**src/hw/rtl/lscr_pkg.sv**
```systemverilog
// ----------------------------------------------------------------------------
// lscr_pkg
// Shared types and constants of the line segment rectangle clipper: outcode
// bit positions, register indexes, reset values and controller interface.
// ----------------------------------------------------------------------------
package lscr_pkg;

  // outcode bit positions
  localparam int unsigned OC_TOP    = 0;
  localparam int unsigned OC_BOTTOM = 1;
  localparam int unsigned OC_RIGHT  = 2;
  localparam int unsigned OC_LEFT   = 3;
  localparam int unsigned OC_BITS   = 4;

  // configuration register indexes
  localparam int unsigned CFG_IDX_BITS = 2;
  localparam logic [CFG_IDX_BITS-1:0] REG_CLIP_LEFT   = 2'd0;
  localparam logic [CFG_IDX_BITS-1:0] REG_CLIP_TOP    = 2'd1;
  localparam logic [CFG_IDX_BITS-1:0] REG_CLIP_RIGHT  = 2'd2;
  localparam logic [CFG_IDX_BITS-1:0] REG_CLIP_BOTTOM = 2'd3;

  // window after reset
  localparam int CLIP_LEFT_RST   = 500;
  localparam int CLIP_TOP_RST    = 500;
  localparam int CLIP_RIGHT_RST  = 600;
  localparam int CLIP_BOTTOM_RST = 600;

  // at most this many cuts per segment
  localparam int unsigned CUT_LIMIT = 4;
  localparam int unsigned CUT_BITS  = 3;

  // controller to datapath commands
  typedef struct packed {
    logic load;        // take a new segment
    logic swap;        // exchange the endpoints
    logic mul;         // choose edge, form product and denominator
    logic div_start;   // launch the divider
    logic cut;         // move the endpoint and send the cut piece
    logic emit_final;  // send the remainder as last piece
  } lscr_cmd_t;

  // datapath to controller status
  typedef struct packed {
    logic accept;      // both outcodes zero
    logic reject;      // outcodes share a bit
    logic c1_zero;     // first endpoint inside
    logic div_busy;    // divider still iterating
  } lscr_status_t;

endpackage

```
**src/hw/rtl/lscr_div.sv**
```systemverilog
// ----------------------------------------------------------------------------
// lscr_div
// Restoring unsigned divider, one quotient bit per cycle. The quotient is
// known to fit in W+1 bits, so only W+1 steps are needed.
// ----------------------------------------------------------------------------
module lscr_div #(
  parameter int unsigned W = 12
) (
  input  logic             clk_i,
  input  logic             rst_ni,
  input  logic             start_i,
  input  logic [2*W+1:0]   dividend_i,
  input  logic [W:0]       divisor_i,
  output logic             busy_o,
  output logic [W:0]       quotient_o
);

  localparam int unsigned CNT_BITS = $clog2(W + 2);

  logic [W:0]          rem_q, rem_d;
  logic [W:0]          quo_q, quo_d;
  logic [W:0]          den_q, den_d;
  logic [CNT_BITS-1:0] cnt_q, cnt_d;
  logic [W+1:0]        trial;

  // one restoring step
  always_comb begin
    rem_d = rem_q;
    quo_d = quo_q;
    den_d = den_q;
    cnt_d = cnt_q;
    trial = {rem_q, quo_q[W]};
    if (start_i) begin
      rem_d = dividend_i[2*W+1:W+1];
      quo_d = dividend_i[W:0];
      den_d = divisor_i;
      cnt_d = CNT_BITS'(W + 1);
    end else if (cnt_q != '0) begin
      if (trial >= {1'b0, den_q}) begin
        rem_d = (W+1)'(trial - {1'b0, den_q});
        quo_d = {quo_q[W-1:0], 1'b1};
      end else begin
        rem_d = trial[W:0];
        quo_d = {quo_q[W-1:0], 1'b0};
      end
      cnt_d = cnt_q - 1'b1;
    end
  end

  always_ff @(posedge clk_i or negedge rst_ni) begin
    if (!rst_ni) begin
      cnt_q <= '0;
    end else begin
      cnt_q <= cnt_d;
    end
  end

  always_ff @(posedge clk_i) begin
    rem_q <= rem_d;
    quo_q <= quo_d;
    den_q <= den_d;
  end

  assign busy_o     = (cnt_q != '0);
  assign quotient_o = quo_q;

endmodule

```
**src/hw/rtl/lscr_dp.sv**
```systemverilog
// ----------------------------------------------------------------------------
// lscr_dp
// Clipper datapath: window registers, endpoint registers, outcodes,
// intersection product, divider and result registers.
// ----------------------------------------------------------------------------
module lscr_dp
  import lscr_pkg::*;
#(
  parameter int unsigned W = 12
) (
  input  logic                    clk_i,
  input  logic                    rst_ni,
  input  lscr_cmd_t               cmd_i,
  output lscr_status_t            status_o,
  input  logic                    cfg_we_i,
  input  logic [CFG_IDX_BITS-1:0] cfg_index_i,
  input  logic [W-1:0]            cfg_data_i,
  input  logic [W-1:0]            x_start_i,
  input  logic [W-1:0]            y_start_i,
  input  logic [W-1:0]            x_end_i,
  input  logic [W-1:0]            y_end_i,
  output logic [W-1:0]            seg_ax_o,
  output logic [W-1:0]            seg_ay_o,
  output logic [W-1:0]            seg_bx_o,
  output logic [W-1:0]            seg_by_o,
  output logic                    visible_o,
  output logic                    last_o,
  output logic                    result_valid_o
);

  logic signed [W-1:0] left_q, top_q, right_q, bottom_q;
  logic signed [W-1:0] x_q, y_q, x1_q, y1_q;
  logic signed [W-1:0] e_q, b_q;
  logic                horiz_q;
  logic signed [2*W+1:0] prod_q;
  logic signed [W:0]   den_q;

  logic [W-1:0] ax_q, ay_q, bx_q, by_q;
  logic         vis_q, last_q, valid_q;

  logic [OC_BITS-1:0] c1, c2;

  function automatic logic [OC_BITS-1:0] outcode(logic signed [W-1:0] px,
                                                 logic signed [W-1:0] py,
                                                 logic signed [W-1:0] l,
                                                 logic signed [W-1:0] t,
                                                 logic signed [W-1:0] r,
                                                 logic signed [W-1:0] bt);
    logic [OC_BITS-1:0] c;
    c            = '0;
    c[OC_TOP]    = (py < t);
    c[OC_BOTTOM] = (py > bt);
    c[OC_RIGHT]  = (px > r);
    c[OC_LEFT]   = (px < l);
    return c;
  endfunction

  // outcodes of both endpoints
  assign c1 = outcode(x_q, y_q, left_q, top_q, right_q, bottom_q);
  assign c2 = outcode(x1_q, y1_q, left_q, top_q, right_q, bottom_q);

  // edge choice and operands of the intersection
  logic signed [W-1:0]   sa, sb, sa1, sb1, se;
  logic                  shoriz;
  logic signed [W:0]     num, dif, den;
  logic signed [2*W+1:0] prod;

  always_comb begin
    sa = x_q; sb = y_q; sa1 = x1_q; sb1 = y1_q; se = top_q; shoriz = 1'b1;
    priority if (c1[OC_LEFT]) begin
      se = left_q; shoriz = 1'b0;
    end else if (c1[OC_RIGHT]) begin
      se = right_q; shoriz = 1'b0;
    end else if (c1[OC_BOTTOM]) begin
      sa = y_q; sb = x_q; sa1 = y1_q; sb1 = x1_q; se = bottom_q;
    end else begin
      sa = y_q; sb = x_q; sa1 = y1_q; sb1 = x1_q; se = top_q;
    end
    num  = $signed({se[W-1], se}) - $signed({sa[W-1], sa});
    dif  = $signed({sb1[W-1], sb1}) - $signed({sb[W-1], sb});
    den  = $signed({sa1[W-1], sa1}) - $signed({sa[W-1], sa});
    prod = num * dif;
  end

  // magnitudes for the divider
  logic [2*W+1:0] prod_abs;
  logic [W:0]     den_abs;
  logic           quo_neg;
  logic           div_busy;
  logic [W:0]     quo;

  assign prod_abs = prod_q[2*W+1] ? (2*W+2)'(-prod_q) : prod_q;
  assign den_abs  = den_q[W] ? (W+1)'(-den_q) : den_q;
  assign quo_neg  = prod_q[2*W+1] ^ den_q[W];

  lscr_div #(.W(W)) u_div (
    .clk_i      (clk_i),
    .rst_ni     (rst_ni),
    .start_i    (cmd_i.div_start),
    .dividend_i (prod_abs),
    .divisor_i  (den_abs),
    .busy_o     (div_busy),
    .quotient_o (quo)
  );

  // new endpoint from the quotient
  logic signed [W+1:0] step, nb_wide;
  logic signed [W-1:0] nb, nx, ny;

  always_comb begin
    if (den_q == '0) begin
      step = '0;
    end else if (quo_neg) begin
      step = -$signed({1'b0, quo});
    end else begin
      step = $signed({1'b0, quo});
    end
    nb_wide = $signed({{2{b_q[W-1]}}, b_q}) + step;
    nb      = nb_wide[W-1:0];
    nx      = horiz_q ? nb : e_q;
    ny      = horiz_q ? e_q : nb;
  end

  // window registers
  always_ff @(posedge clk_i or negedge rst_ni) begin
    if (!rst_ni) begin
      left_q   <= W'(CLIP_LEFT_RST);
      top_q    <= W'(CLIP_TOP_RST);
      right_q  <= W'(CLIP_RIGHT_RST);
      bottom_q <= W'(CLIP_BOTTOM_RST);
    end else if (cfg_we_i) begin
      unique case (cfg_index_i)
        REG_CLIP_LEFT:   left_q   <= cfg_data_i;
        REG_CLIP_TOP:    top_q    <= cfg_data_i;
        REG_CLIP_RIGHT:  right_q  <= cfg_data_i;
        REG_CLIP_BOTTOM: bottom_q <= cfg_data_i;
        default: ;
      endcase
    end
  end

  // endpoint and intersection registers
  always_ff @(posedge clk_i) begin
    if (cmd_i.load) begin
      x_q <= x_start_i; y_q <= y_start_i; x1_q <= x_end_i; y1_q <= y_end_i;
    end else if (cmd_i.swap) begin
      x_q <= x1_q; y_q <= y1_q; x1_q <= x_q; y1_q <= y_q;
    end else if (cmd_i.cut) begin
      x_q <= nx; y_q <= ny;
    end
    if (cmd_i.mul) begin
      e_q     <= se;
      b_q     <= sb;
      horiz_q <= shoriz;
      prod_q  <= prod;
      den_q   <= den;
    end
  end

  // result registers
  always_ff @(posedge clk_i) begin
    if (cmd_i.cut) begin
      ax_q <= x_q; ay_q <= y_q; bx_q <= nx; by_q <= ny;
      vis_q <= 1'b0; last_q <= 1'b0;
    end else if (cmd_i.emit_final) begin
      ax_q <= x_q; ay_q <= y_q; bx_q <= x1_q; by_q <= y1_q;
      vis_q <= (c1 == '0) && (c2 == '0); last_q <= 1'b1;
    end
  end

  always_ff @(posedge clk_i or negedge rst_ni) begin
    if (!rst_ni) begin
      valid_q <= 1'b0;
    end else begin
      valid_q <= cmd_i.cut | cmd_i.emit_final;
    end
  end

  assign status_o.accept   = (c1 == '0) && (c2 == '0);
  assign status_o.reject   = |(c1 & c2);
  assign status_o.c1_zero  = (c1 == '0);
  assign status_o.div_busy = div_busy;

  assign seg_ax_o       = ax_q;
  assign seg_ay_o       = ay_q;
  assign seg_bx_o       = bx_q;
  assign seg_by_o       = by_q;
  assign visible_o      = vis_q;
  assign last_o         = last_q;
  assign result_valid_o = valid_q;

endmodule

```
**src/hw/rtl/lscr_ctrl.sv**
```systemverilog
// ----------------------------------------------------------------------------
// lscr_ctrl
// Clipper controller: walks each segment through evaluate, multiply, divide
// and cut steps, and counts the cuts.
// ----------------------------------------------------------------------------
module lscr_ctrl
  import lscr_pkg::*;
(
  input  logic         clk_i,
  input  logic         rst_ni,
  input  logic         start_i,
  output logic         busy_o,
  input  lscr_status_t status_i,
  output lscr_cmd_t    cmd_o
);

  typedef enum logic [5:0] {
    S_IDLE  = 6'b000001,
    S_EVAL  = 6'b000010,
    S_MUL   = 6'b000100,
    S_DSTRT = 6'b001000,
    S_DWAIT = 6'b010000,
    S_CUT   = 6'b100000
  } state_e;

  state_e              state_q, state_d;
  logic [CUT_BITS-1:0] cuts_q, cuts_d;
  logic                done;

  // segment decided or out of cuts
  assign done = status_i.accept | status_i.reject | (cuts_q == CUT_BITS'(CUT_LIMIT));

  // next state and commands
  always_comb begin
    state_d = state_q;
    cuts_d  = cuts_q;
    cmd_o   = '0;
    unique case (state_q)
      S_IDLE: begin
        if (start_i) begin
          cmd_o.load = 1'b1;
          cuts_d     = '0;
          state_d    = S_EVAL;
        end
      end
      S_EVAL: begin
        if (done) begin
          cmd_o.emit_final = 1'b1;
          state_d          = S_IDLE;
        end else begin
          cmd_o.swap = status_i.c1_zero;
          state_d    = S_MUL;
        end
      end
      S_MUL: begin
        cmd_o.mul = 1'b1;
        state_d   = S_DSTRT;
      end
      S_DSTRT: begin
        cmd_o.div_start = 1'b1;
        state_d         = S_DWAIT;
      end
      S_DWAIT: begin
        if (!status_i.div_busy) begin
          state_d = S_CUT;
        end
      end
      S_CUT: begin
        cmd_o.cut = 1'b1;
        cuts_d    = cuts_q + 1'b1;
        state_d   = S_EVAL;
      end
      default: begin
        state_d = S_IDLE;
      end
    endcase
  end

  always_ff @(posedge clk_i or negedge rst_ni) begin
    if (!rst_ni) begin
      state_q <= S_IDLE;
      cuts_q  <= '0;
    end else begin
      state_q <= state_d;
      cuts_q  <= cuts_d;
    end
  end

  assign busy_o = (state_q != S_IDLE);

  // cut count stays within the limit
  assert property (@(posedge clk_i) disable iff (!rst_ni)
    cuts_q <= CUT_BITS'(CUT_LIMIT))
    else $error("cut count beyond limit");

  // an accepted segment is evaluated next
  assert property (@(posedge clk_i) disable iff (!rst_ni)
    (state_q == S_IDLE && start_i) |=> (state_q == S_EVAL))
    else $error("segment not evaluated after start");

  // final piece always ends the segment
  assert property (@(posedge clk_i) disable iff (!rst_ni)
    cmd_o.emit_final |=> (state_q == S_IDLE))
    else $error("controller busy after final piece");

  // a cut is only made after the divider finished
  assert property (@(posedge clk_i) disable iff (!rst_ni)
    cmd_o.cut |-> !status_i.div_busy)
    else $error("cut while divider running");

endmodule

```
**src/hw/rtl/line_segment_rect_clipper_top.sv**
```systemverilog
// ----------------------------------------------------------------------------
// line_segment_rect_clipper_top
// Clips one segment against a configurable rectangle with outcodes, sending
// each cut piece and then the final remainder.
// ----------------------------------------------------------------------------
// A segment is taken when start_i is high and busy_o low. It produces one to
// five results, each shown for a single cycle with result_valid_o; the
// receiver cannot stall, so results must be taken as they come. Each cut
// passes through the evaluate, multiply, divider start, divider wait and cut
// states, the wait lasting while the bit-serial divider iterates; the last
// result is shown in the cycle in which busy_o has fallen. The window
// registers take writes at any time through cfg_valid_i (cfg_ready_o is
// always high) but should only be changed while busy_o is low and no result
// is pending.
module line_segment_rect_clipper_top
  import lscr_pkg::*;
#(
  parameter int unsigned COORD_BITS = 12
) (
  input  logic                    clk_i,
  input  logic                    rst_ni,
  input  logic                    start_i,
  output logic                    busy_o,
  input  logic [COORD_BITS-1:0]   x_start_i,
  input  logic [COORD_BITS-1:0]   y_start_i,
  input  logic [COORD_BITS-1:0]   x_end_i,
  input  logic [COORD_BITS-1:0]   y_end_i,
  input  logic                    cfg_valid_i,
  output logic                    cfg_ready_o,
  input  logic [CFG_IDX_BITS-1:0] cfg_index_i,
  input  logic [COORD_BITS-1:0]   cfg_data_i,
  output logic                    result_valid_o,
  output logic [COORD_BITS-1:0]   seg_ax_o,
  output logic [COORD_BITS-1:0]   seg_ay_o,
  output logic [COORD_BITS-1:0]   seg_bx_o,
  output logic [COORD_BITS-1:0]   seg_by_o,
  output logic                    visible_o,
  output logic                    last_o
);

  lscr_cmd_t    cmd;
  lscr_status_t status;
  logic         busy;

  // configuration is always taken
  assign cfg_ready_o = 1'b1;

  lscr_ctrl u_ctrl (
    .clk_i    (clk_i),
    .rst_ni   (rst_ni),
    .start_i  (start_i),
    .busy_o   (busy),
    .status_i (status),
    .cmd_o    (cmd)
  );

  lscr_dp #(.W(COORD_BITS)) u_dp (
    .clk_i          (clk_i),
    .rst_ni         (rst_ni),
    .cmd_i          (cmd),
    .status_o       (status),
    .cfg_we_i       (cfg_valid_i),
    .cfg_index_i    (cfg_index_i),
    .cfg_data_i     (cfg_data_i),
    .x_start_i      (x_start_i),
    .y_start_i      (y_start_i),
    .x_end_i        (x_end_i),
    .y_end_i        (y_end_i),
    .seg_ax_o       (seg_ax_o),
    .seg_ay_o       (seg_ay_o),
    .seg_bx_o       (seg_bx_o),
    .seg_by_o       (seg_by_o),
    .visible_o      (visible_o),
    .last_o         (last_o),
    .result_valid_o (result_valid_o)
  );

  assign busy_o = busy;

endmodule

```
**config.mk**
```make
export PLATFORM = sky130hd
export DESIGN_NAME = line_segment_rect_clipper_top
export DESIGN_NICKNAME = d
export VERILOG_FILES = /design/src/hw/rtl/lscr_pkg.sv /design/src/hw/rtl/lscr_div.sv /design/src/hw/rtl/lscr_dp.sv /design/src/hw/rtl/lscr_ctrl.sv /design/src/hw/rtl/line_segment_rect_clipper_top.sv
export SDC_FILE = /design/constraint.sdc
export NUM_CORES = 1
export LEC_CHECK = 0
export BUFFER_PORTS_ARGS = -buffer_cell sky130_fd_sc_hd__buf_4
export CAP_MARGIN = 20
export CORE_MARGIN = 2
export CORE_UTILIZATION = 40
export CTS_CLUSTER_SIZE = 24
export DETAILED_ROUTE_END_ITERATION = 12
export PLACE_DENSITY = 0.64
export SYNTH_ARGS = -nofsm -noshare
export SYNTH_HDL_FRONTEND = slang
export SYNTH_SLANG_ARGS = --single-unit
```
**constraint.sdc**
```tcl
create_clock -name clk_i -period 10.6 [get_ports clk_i]
set_input_delay 2.12 -clock clk_i [delete_from_list [all_inputs] [get_ports clk_i]]
set_output_delay 2.12 -clock clk_i [all_outputs]
set_load 0.02 [all_outputs]
```
Yosys cells after proc, flatten, opt, wreduce, memory -nomap -nowiden
Index checks and enable logic that the tools add are counted.
{"block": "totals", "reg_bits": 263, "word_cells": 142}
{"block": "classes", "addsub": 10, "n_mul": 1, "order_cmp": 9, "n_eq_ne": 13, "mux": 59, "bitwise_logic": 5, "n_reduce_logical": 18}
{"operator": "12-bit two-way mux", "count": 34}
{"operator": "13-bit two-way mux", "count": 5}
{"operator": "12-bit greater-than comparator", "count": 4}
{"operator": "12-bit < comparator", "count": 4}
{"operator": "12-bit by 12-bit subtractor with 13-bit output", "count": 3}
{"operator": "6-bit case mux with 6 select lines", "count": 1}
{"operator": "13-bit by 13-bit multiplier with 26-bit output", "count": 1}
{"operator": "26-bit two-way mux", "count": 1}
{"operator": "26-bit negation", "count": 1}
{"operator": "14-bit by 13-bit greater-or-equal comparator with 1-bit output", "count": 1}
{"operator": "13-bit logical NOT", "count": 1}
{"operator": "13-bit negation", "count": 1}
{"operator": "13-bit subtractor", "count": 1}
{"operator": "12-bit adder", "count": 1}
{"operator": "6-bit two-way mux", "count": 2}
{"operator": "12-bit negation", "count": 1}
{"operator": "2-bit AND reduction", "count": 6}
{"operator": "1-bit two-way mux", "count": 11}
{"operator": "4-bit logical NOT", "count": 2}
{"operator": "4-bit two-way mux", "count": 2}
{"operator": "2-bit nonzero test", "count": 4}
{"operator": "6-bit by 1-bit equality test with 1-bit output (second input constant)", "count": 1}
{"operator": "6-bit by 2-bit equality test with 1-bit output (second input constant)", "count": 1}
{"operator": "6-bit by 3-bit equality test with 1-bit output (second input constant)", "count": 1}
{"operator": "other kinds (20)", "count": 25}

Longest topological paths before layout
Gate-level depths: netlist (run 1).
{"block": "depth", "word_depth": 9, "ltp_mapped": 42}

Hierarchy
Synthesis (run 1) repeated with hierarchy kept, for this count alone.
{"block": "unflattened", "hier_cells": 2361, "hier_area_um2": 23958.0}
{"module": "lscr_dp", "instances": 1, "cells_each": 2097, "area_each_um2": 20863.8, "seq_area_each_um2": 6095.8}
{"module": "lscr_div", "instances": 1, "cells_each": 209, "area_each_um2": 2526.2, "seq_area_each_um2": 1271.2}
{"module": "lscr_ctrl", "instances": 1, "cells_each": 53, "area_each_um2": 556.8, "seq_area_each_um2": 226.5}
{"module": "line_segment_rect_clipper_top", "instances": 1, "cells_each": 2, "area_each_um2": 11.3, "seq_area_each_um2": 0.0}

Least setup slack after synthesis (run 1)
OpenSTA, ideal clock, no wires.
{"block": "synth_timing", "path_kind": "register -> register", "from": "register u_dp.left_q[8]", "to": "register u_dp.prod_q[24] (data pin)", "setup_ns": 0.258, "t_arrival_ns": 9.480, "path_slack_ns": 0.862, "stages_incl_launch_ff": 40, "path_buffers": 3, "synth_period_minus_slack_ns": 9.738, "path_cell_list": "dfstp_2 -> inv_1 -> ha_1 -> nand4_1 -> nand4bb_1 -> o31ai_2 -> mux2i_2 -> nor2b_1 -> buf_2 -> buf_1 -> o21ai_0 -> ha_1 -> inv_1 -> fa_1 -> a21o_1 -> a21oi_2 -> o21bai_1 -> a21oi_1 -> (+4 left out) -> nor2b_1 -> fa_1 -> inv_1 -> fa_1 -> fa_1 -> inv_1 -> fa_1 -> inv_1 -> fa_1 -> inv_1 -> ha_1 -> ha_1 -> or2_2 -> o31a_1 -> a41oi_1 -> o21ai_0 -> a21oi_1 -> xnor2_1"}
{"block": "synth_via", "elab_chain_len": 4}
{"element": "start, declared", "line": "lscr_dp.sv:31", "source": "logic signed [W-1:0] left_q, top_q, right_q, bottom_q;"}
{"element": "start signal, assigned", "line": "lscr_dp.sv:127", "source": "left_q <= W'(CLIP_LEFT_RST);"}
{"element": "start signal, assigned", "line": "lscr_dp.sv:133", "source": "REG_CLIP_LEFT: left_q <= cfg_data_i;"}
{"element": "12-bit < comparator", "line": "lscr_dp.sv:54", "source": "c[OC_LEFT] = (px < l);"}
{"element": "12-bit two-way mux", "line": "lscr_dp.sv:70", "source": "priority if (c1[OC_LEFT]) begin"}
{"element": "12-bit by 12-bit subtractor with 13-bit output (on tied branches)", "line": "lscr_dp.sv:79, lscr_dp.sv:80"}
{"element": "13-bit by 13-bit multiplier with 26-bit output *", "line": "lscr_dp.sv:82", "source": "prod = num * dif;"}
{"element": "named net u_dp.prod[24]", "line": "lscr_dp.sv:66", "source": "logic signed [2*W+1:0] prod;"}
{"element": "end signal, assigned", "line": "lscr_dp.sv:155", "source": "prod_q <= prod;"}
{"element": "end, declared", "line": "lscr_dp.sv:35", "source": "logic signed [2*W+1:0] prod_q;"}
The timed path passes the listed nets; every way through them passes the cells marked *.
A chain may end at the register's enable or synchronous reset.

Final worst setup path (run 1)
{"block": "layout_timing", "from": "register u_dp.x_q[11]", "to": "register u_dp.prod_q[21] (data pin)"}
{"block": "layout_via", "elab_chain_len": 5}
{"element": "start, declared", "line": "lscr_dp.sv:32", "source": "logic signed [W-1:0] x_q, y_q, x1_q, y1_q;"}
{"element": "start signal, assigned", "line": "lscr_dp.sv:145", "source": "x_q <= x_start_i; y_q <= y_start_i; x1_q <= x_end_i; y1_q <= y_end_i;"}
{"element": "start signal, assigned", "line": "lscr_dp.sv:147", "source": "x_q <= x1_q; y_q <= y1_q; x1_q <= x_q; y1_q <= y_q;"}
{"element": "start signal, assigned", "line": "lscr_dp.sv:149", "source": "x_q <= nx; y_q <= ny;"}
{"element": "12-bit greater-than comparator", "line": "lscr_dp.sv:53", "source": "c[OC_RIGHT] = (px > r);"}
{"element": "12-bit two-way mux", "line": "lscr_dp.sv:72", "source": "end else if (c1[OC_RIGHT]) begin"}
{"element": "12-bit two-way mux", "line": "lscr_dp.sv:70"}
{"element": "12-bit by 12-bit subtractor with 13-bit output (on tied branches)", "line": "lscr_dp.sv:79, lscr_dp.sv:80"}
{"element": "13-bit by 13-bit multiplier with 26-bit output *", "line": "lscr_dp.sv:82"}
{"element": "named net u_dp.prod[21]", "line": "lscr_dp.sv:66"}
Marks and branches as above.

==> results of run 1 <==
registers in the layout (all words and copies together) (netlist names), 3 cells and up:
signal	flops
u_ctrl.cuts_q	3
u_ctrl.state_q	6
u_dp.b_q	12
u_dp.bottom_q	12
u_dp.den_q	13
u_dp.e_q	12
u_dp.left_q	12
u_dp.prod_q	26
u_dp.right_q	12
u_dp.seg_ax_o	12
u_dp.seg_ay_o	12
u_dp.seg_bx_o	12
u_dp.seg_by_o	12
u_dp.top_q	12
u_dp.u_div.cnt_q	4
u_dp.u_div.den_q	13
u_dp.u_div.quotient_o	13
u_dp.u_div.rem_q	13
u_dp.x1_q	12
u_dp.x_q	12
u_dp.y1_q	12
u_dp.y_q	12
cells in the mapped netlist (6+ instances only):
cell type and instances:
nand3_1 21, xor2_1 44, a21boi_0 8, xnor2_1 88, o211ai_2 6, a31oi_1 10
o31ai_1 22, a41oi_1 7, o21bai_1 10, or3_1 24, a211oi_1 13, o41ai_1 8
mux2i_1 57, fa_1 168, edfxtp_1 199, nand3b_1 14, o21ai_0 128, nand4_1 17
dfstp_2 21, o21a_1 9, buf_2 12, buf_1 10, nor4_1 19, nand2_1 278
o211ai_1 21, dfrtp_1 41, nor2_1 128, and3_1 10, or2_2 14, inv_1 302
ha_1 224, a211o_1 7, a21o_1 19, and2_1 28, clkbuf_1 52, nand2b_1 22
a21oi_1 103, nor3_1 55, nor2b_1 27, mux2_2 63
metal layers:
| metal | vias to the layer above | global-route usage [%] | share of wire (%) |
|---|---|---|---|
| met5 | - | 0 | 0.037 |
| met4 | 4 | 5.58 | 2.6 |
| met3 | 106 | 4.75 | 8.6 |
| met2 | 648 | 35.8 | 45 |
| met1 | 8899 | 32.4 | 44 |
| li1 | 8509 | - | - |
final timing paths:
check / start / to / slack [ps] / cells after the start
setup / recovery: u_dp.x_q[11] / u_dp.prod_q[21] / 490 / 33
hold / removal: u_dp.last_o / u_dp.last_o / 460 / 2
setup reg to reg: u_dp.x_q[11] / u_dp.prod_q[21] / 490 / 33
hold reg to reg: u_dp.last_o / u_dp.last_o / 460 / 2
max in group asynchronous: rst_ni / u_dp.right_q[2] / 8380 / 1
min in group asynchronous: rst_ni / u_dp.result_valid_o / 1630 / 1
kinds of logic (layout without fill, tap and decap cells):
group | after synthesis | count (layout)
AO/OA/AOI/OAI | 420 | 420
other | 1 | 1
XOR/XNOR | 132 | 132
multiplexers | 121 | 121
AND/OR/NAND/NOR | 677 | 677
adder cells (fa/ha/maj) | 392 | 392
buffers and inverters | 383 | 553
flip-flops | 263 | 263
cell type report:
class / instances / share of cell area, %
Clock inverter: 12 / 0.406
Multi-Input combinational cell: 1743 / 54.5
Sequential cell: 263 / 28.3
Tap cell: 773 / 3.60
Inverter: 304 / 4.25
Clock buffer: 43 / 3.37
Timing Repair Buffer: 194 / 5.56
timing repair:
action | CTS | global route
gates resized for setup | 0 | 4
setup buffers | 0 | 2
setup endpoints to repair | 0 | 5
hold endpoints to repair | 0 | 0
tightest hold or removal path: cells and delay by family (launching register included):
| kind | cells | cell delay, ps |
|---|---|---|
| flops | 1 | 310 |
| buf+inv | 1 | 50 |
| compound gates | 1 | 50 |
stage by stage:
step / util, % / cell area (sq um) / instances / hold WS [ps] / setup WS, ps
floorplan: - / 23600 / 2389 / 450 / 862
global placement: 43.9 / 25700 / 3273 / 446 / 594
detailed placement: 43.9 / 25700 / 3273 / 453 / 484
CTS: 45.6 / 26800 / 3328 / 462 / 457
global route: 45.7 / 26800 / 3332 / 504 / 11.5
finish: 45.7 / 26800 / 3332 / 461 / 490
cell usage in the layout, fill, tap and decap left out, types with 57 or more instances in the layout:
cell      count
a21oi_1     103
buf_4       191
edfxtp_1    199
fa_1        168
ha_1        224
inv_1       302
mux2_2       63
mux2i_1      57
nand2_1     277
nor2_1      127
o21ai_0     127
xnor2_1      88
==> qor.yml, run 1 <==
max_stage_delay_ps: 570
outcome: "finished, final reports clean"
setup_tns_ps: 0
fillCellCount: 5538
antenna_found_initial: 2
overflow: 0
cts_root_buffer: "clkbuf_16"
synth-simple-area-share_pct: 13.6
synth_top_family_by_area: "adder cells"
cpMostUsedCell: "fa_1"
cts_max_path_buffers: 3
yosysSeqAreaShare_pct: 32.1
setup_viol: 0
synthTopCellsByArea: "edfxtp_1 25%, fa_1 14%, ha_1 12%, inv_1 4.8%, nand2_1 4.4%"
drtPass1Iterations: 5
cts_tree: "yes"
drcViolationCount: 0
cp-end-kind: "flop"
insertion_delay_ps: 590
synth_flop_cell: "edfxtp_1"
worst_slew_pin_slew_ps: 1080
initial_utilization_pct: 40.3
multi_input_area_sq_mm: 0.0146
syn_area_per_cell_sq_um: 9.90
cts.reportedPaths.clkPinSlew_ps: 70
ios: 119
die_area_sq_mm: 0.0611
syn_area_sq_mm: 0.0236
seq_area_sq_mm: 0.00759
grtUsageTotal_pct: 22.9
syn_nets: 2847
grt_pass1_wl_microns: 106000
fmax_mhz: 98.9
critPathKind: "flop to flop"
yosysTopAreaCellShare_pct: 25.3
clock_sinks: 263
grt_max_degree: 65
dp_hpwl_microns: 56800
die_w_microns: 247
start_kind: "flop"
finalHoldViolCount: 0
gp_congestion: 0.934
die_h_microns: 247
finalCritPeriodShare_pct: 95.4
synth-edff-count: 199
cts_buffers: 30
cpLargestDelayFamily: "adder cells"
num_vias: 18200
grt_pass1_vias: 17800
synth-async-reset-ratio_pct: 23.6
cp_slowest_cell: "edfxtp_1"
ant_nets: 0
nNetsFinal: 2994
synth.distinct_cells: 85
muxShareOfSynthArea_pct: 5.47
synth_compound_area_share_pct: 11.6
rows: 89
hp-class: "flop to flop"
antenna_cells: 0
syn-instance-count: 2389
htree_levels: 1
cts_hold_buf: 0
wl_microns: 70700
path_buf_inv: 3
max_cap_violations: 0
relSlewSlack_pct: 27.3
rsz0062_at_grt: "false"
path_max_fanout: 8
ys_warn_count: 0
arrival_ps: 10480
ys_seq_elements: 263
required_ps: 10970
wl_per_cell_microns: 21.2
period_minus_slack_ps: 10110
synth_fa_ha_area_share_pct: 26.1
drt-vias-per-instance: 5.45
final.setup_skew_ps: 18.6
drv_slew: 0
numPortBuffers: 117
final_layout_size_suffix_gt1_share_pct: 14.6
core-area_sq_mm: 0.0587
areaGrowthSynthToFinish_pct: 13.5
synth_xor_xnor_area_share_pct: 4.89
drt_iter0_drc: 1555
yosysTopAreaCell: "edfxtp_1"
Power of run 1 is left out: the tool's default activity adds up to more than one toggle a clock period on the data nets, which glitch-free logic cannot reach.
==> inputs of run 2 (changes only) <==
--- a/config.mk
+++ b/config.mk
@@ -6,12 +6,11 @@
 export NUM_CORES = 1
 export LEC_CHECK = 0
 export BUFFER_PORTS_ARGS = -buffer_cell sky130_fd_sc_hd__buf_4
-export CAP_MARGIN = 20
 export CORE_MARGIN = 2
 export CORE_UTILIZATION = 40
 export CTS_CLUSTER_SIZE = 24
 export DETAILED_ROUTE_END_ITERATION = 12
-export PLACE_DENSITY = 0.64
+export PLACE_DENSITY = 0.53
 export SYNTH_ARGS = -nofsm -noshare
 export SYNTH_HDL_FRONTEND = slang
 export SYNTH_SLANG_ARGS = --single-unit
==> run 2 against run 1 <==
  * Non-clock buffer count is 7 higher
  * Clock skew is 14 ps higher
  * Global-route usage increased by 2.0 points
  * First-iteration DRC count fell by 10%
  * Critical path type unchanged
  * Design area is 1.2% higher
  * Sequential share of layout area fell by 0.33 points
  * Critical path depth grew 3
==> qor.yml, run 2 (synthesis gave the netlist of run 1 again) <==
hp-class: "flop to flop"
cts_max_path_buffers: 3
final_common_cell: "inv_1"
finalCritPeriodShare_pct: 95.7
fmax_mhz: 98.6
dp_hpwl_microns: 59600
die_area_sq_mm: 0.0611
antenna_cells: 0
gp_congestion: 0.923
regMostFlops: "u_dp.prod_q"
rsz0062_at_grt: "false"
layout_common_cells: "302 x inv_1, 277 x nand2_1, 223 x ha_1, 199 x edfxtp_1, 198 x buf_4"
multi_input_area_sq_mm: 0.0147
max_stage_delay_ps: 560
cts.reportedPaths.clkPinSlew_ps: 70
setup_viol: 0
insertion_delay_ps: 580
drt_iter0_drc: 1393
critPathKind: "flop to flop"
htree_levels: 2
grtUsageTotal_pct: 25.0
cp-end-kind: "flop"
num_vias: 18600
cpMostUsedCell: "fa_1"
core-area_sq_mm: 0.0587
numPortBuffers: 117
clock_sinks: 263
antenna_found_initial: 2
areaGrowthSynthToFinish_pct: 14.8
cp_slowest_cell: "fa_1"
drtPass1Iterations: 5
largest_reg_flops: 26
drt-vias-per-instance: 5.55
period_minus_slack_ps: 10140
max_cap_violations: 0
cts_buffers: 35
worst_slew_pin_slew_ps: 1280
overflow: 0
die_h_microns: 247
rows: 89
final_layout_size_suffix_gt1_share_pct: 15.4
initial_utilization_pct: 40.3
setup_tns_ps: 0
finalHoldViolCount: 0
path_max_fanout: 26
die_w_microns: 247
wl_microns: 76100
outcome: "finished, final reports clean"
final.setup_skew_ps: 32.9
drv_slew: 0
fillCellCount: 5519
relSlewSlack_pct: 13.8
grt_pass1_wl_microns: 113000
start_kind: "flop"
cts_tree: "yes"
seq_area_sq_mm: 0.00759
required_ps: 10900
nNetsFinal: 3007
ios: 119
grt_pass1_vias: 18300
grt_max_degree: 65
drcViolationCount: 0
wl_per_cell_microns: 22.7
arrival_ps: 10440
ant_nets: 0
cts_root_buffer: "clkbuf_16"
==> run 2: changes by cell type in the layout (fill, tap and decap cells not counted), moves of 3 or more <==
| cell | before | now |
|---|---|---|
| buf_4 | 191 | 198 |
| bufinv_16 | 1 | 6 |
| clkinv_2 | 3 | 8 |
| o21ai_0 | 127 | 122 |
| o21ai_1 | 1 | 5 |
| mux2i_1 | 57 | 54 |
| mux2i_4 | 0 | 3 |
==> run 2: cell type report <==
cell class,count,share of cell area [%]
Sequential cell,263,28.0
Timing Repair Buffer,201,5.61
Tap cell,773,3.56
Inverter,304,4.20
Multi-Input combinational cell,1744,54.2
Clock inverter,23,1.15
Clock buffer,40,3.30
==> run 2: worst paths after layout <==
check / cells past startpoint / start / slack, ps / to
setup / recovery: 36 / u_dp.x_q[11] / 460 / u_dp.prod_q[24]
min in group asynchronous: 1 / rst_ni / 1630 / u_dp.result_valid_o
max in group asynchronous: 1 / rst_ni / 8340 / u_dp.left_q[11]
hold reg to reg: 2 / u_dp.last_o / 450 / u_dp.last_o
setup reg to reg: 36 / u_dp.x_q[11] / 460 / u_dp.prod_q[24]
hold / removal: 2 / u_dp.last_o / 450 / u_dp.last_o
==> run 2: repair_timing <==
| action | in CTS | in global routing |
|---|---|---|
| cloned | 0 | 1 |
| buffers inserted | 0 | 18 |
| resized for setup | 1 | 24 |
| endpoints found under the setup margin | 1 | 9 |
| pin swaps | 0 | 3 |
| hold buffers | 0 | 0 |
==> run 2: through the flow <==
step                setup slack, ps  hold slack (ps)  util [%]  cell area [sq um]  std cells
floorplan                       862              450         -              23600       2389
global placement                241              435      43.8              25700       3266
detailed placement             31.3              452      43.8              25700       3266
CTS                             136              461      45.8              26900       3329
global route                  0.949              486      46.3              27100       3348
finish                          455              452      46.3              27100       3348
==> run 2: critical path, delay by kind of cell (launching register included) <==
kind                     cells  cell delay (ps)
AO/OA/AOI/OAI               11             2320
XOR/XNOR                     2              310
adder cells (fa/ha/maj)     10             4620
buffers and inverters        6              500
flip-flops                   1              540
multiplexers                 2              710
AND/OR/NAND/NOR              5              820
==> run 2: per-layer routing <==
layer	wire (microns)	GRT usage, %	vias to the layer above
met2	34300	38.3	655
met3	5520	4.30	100
met5	0	0	-
met1	34600	36.6	9268
li1	-	-	8570
met4	1660	5.65	0
Power of run 2 is left out for the same reason.
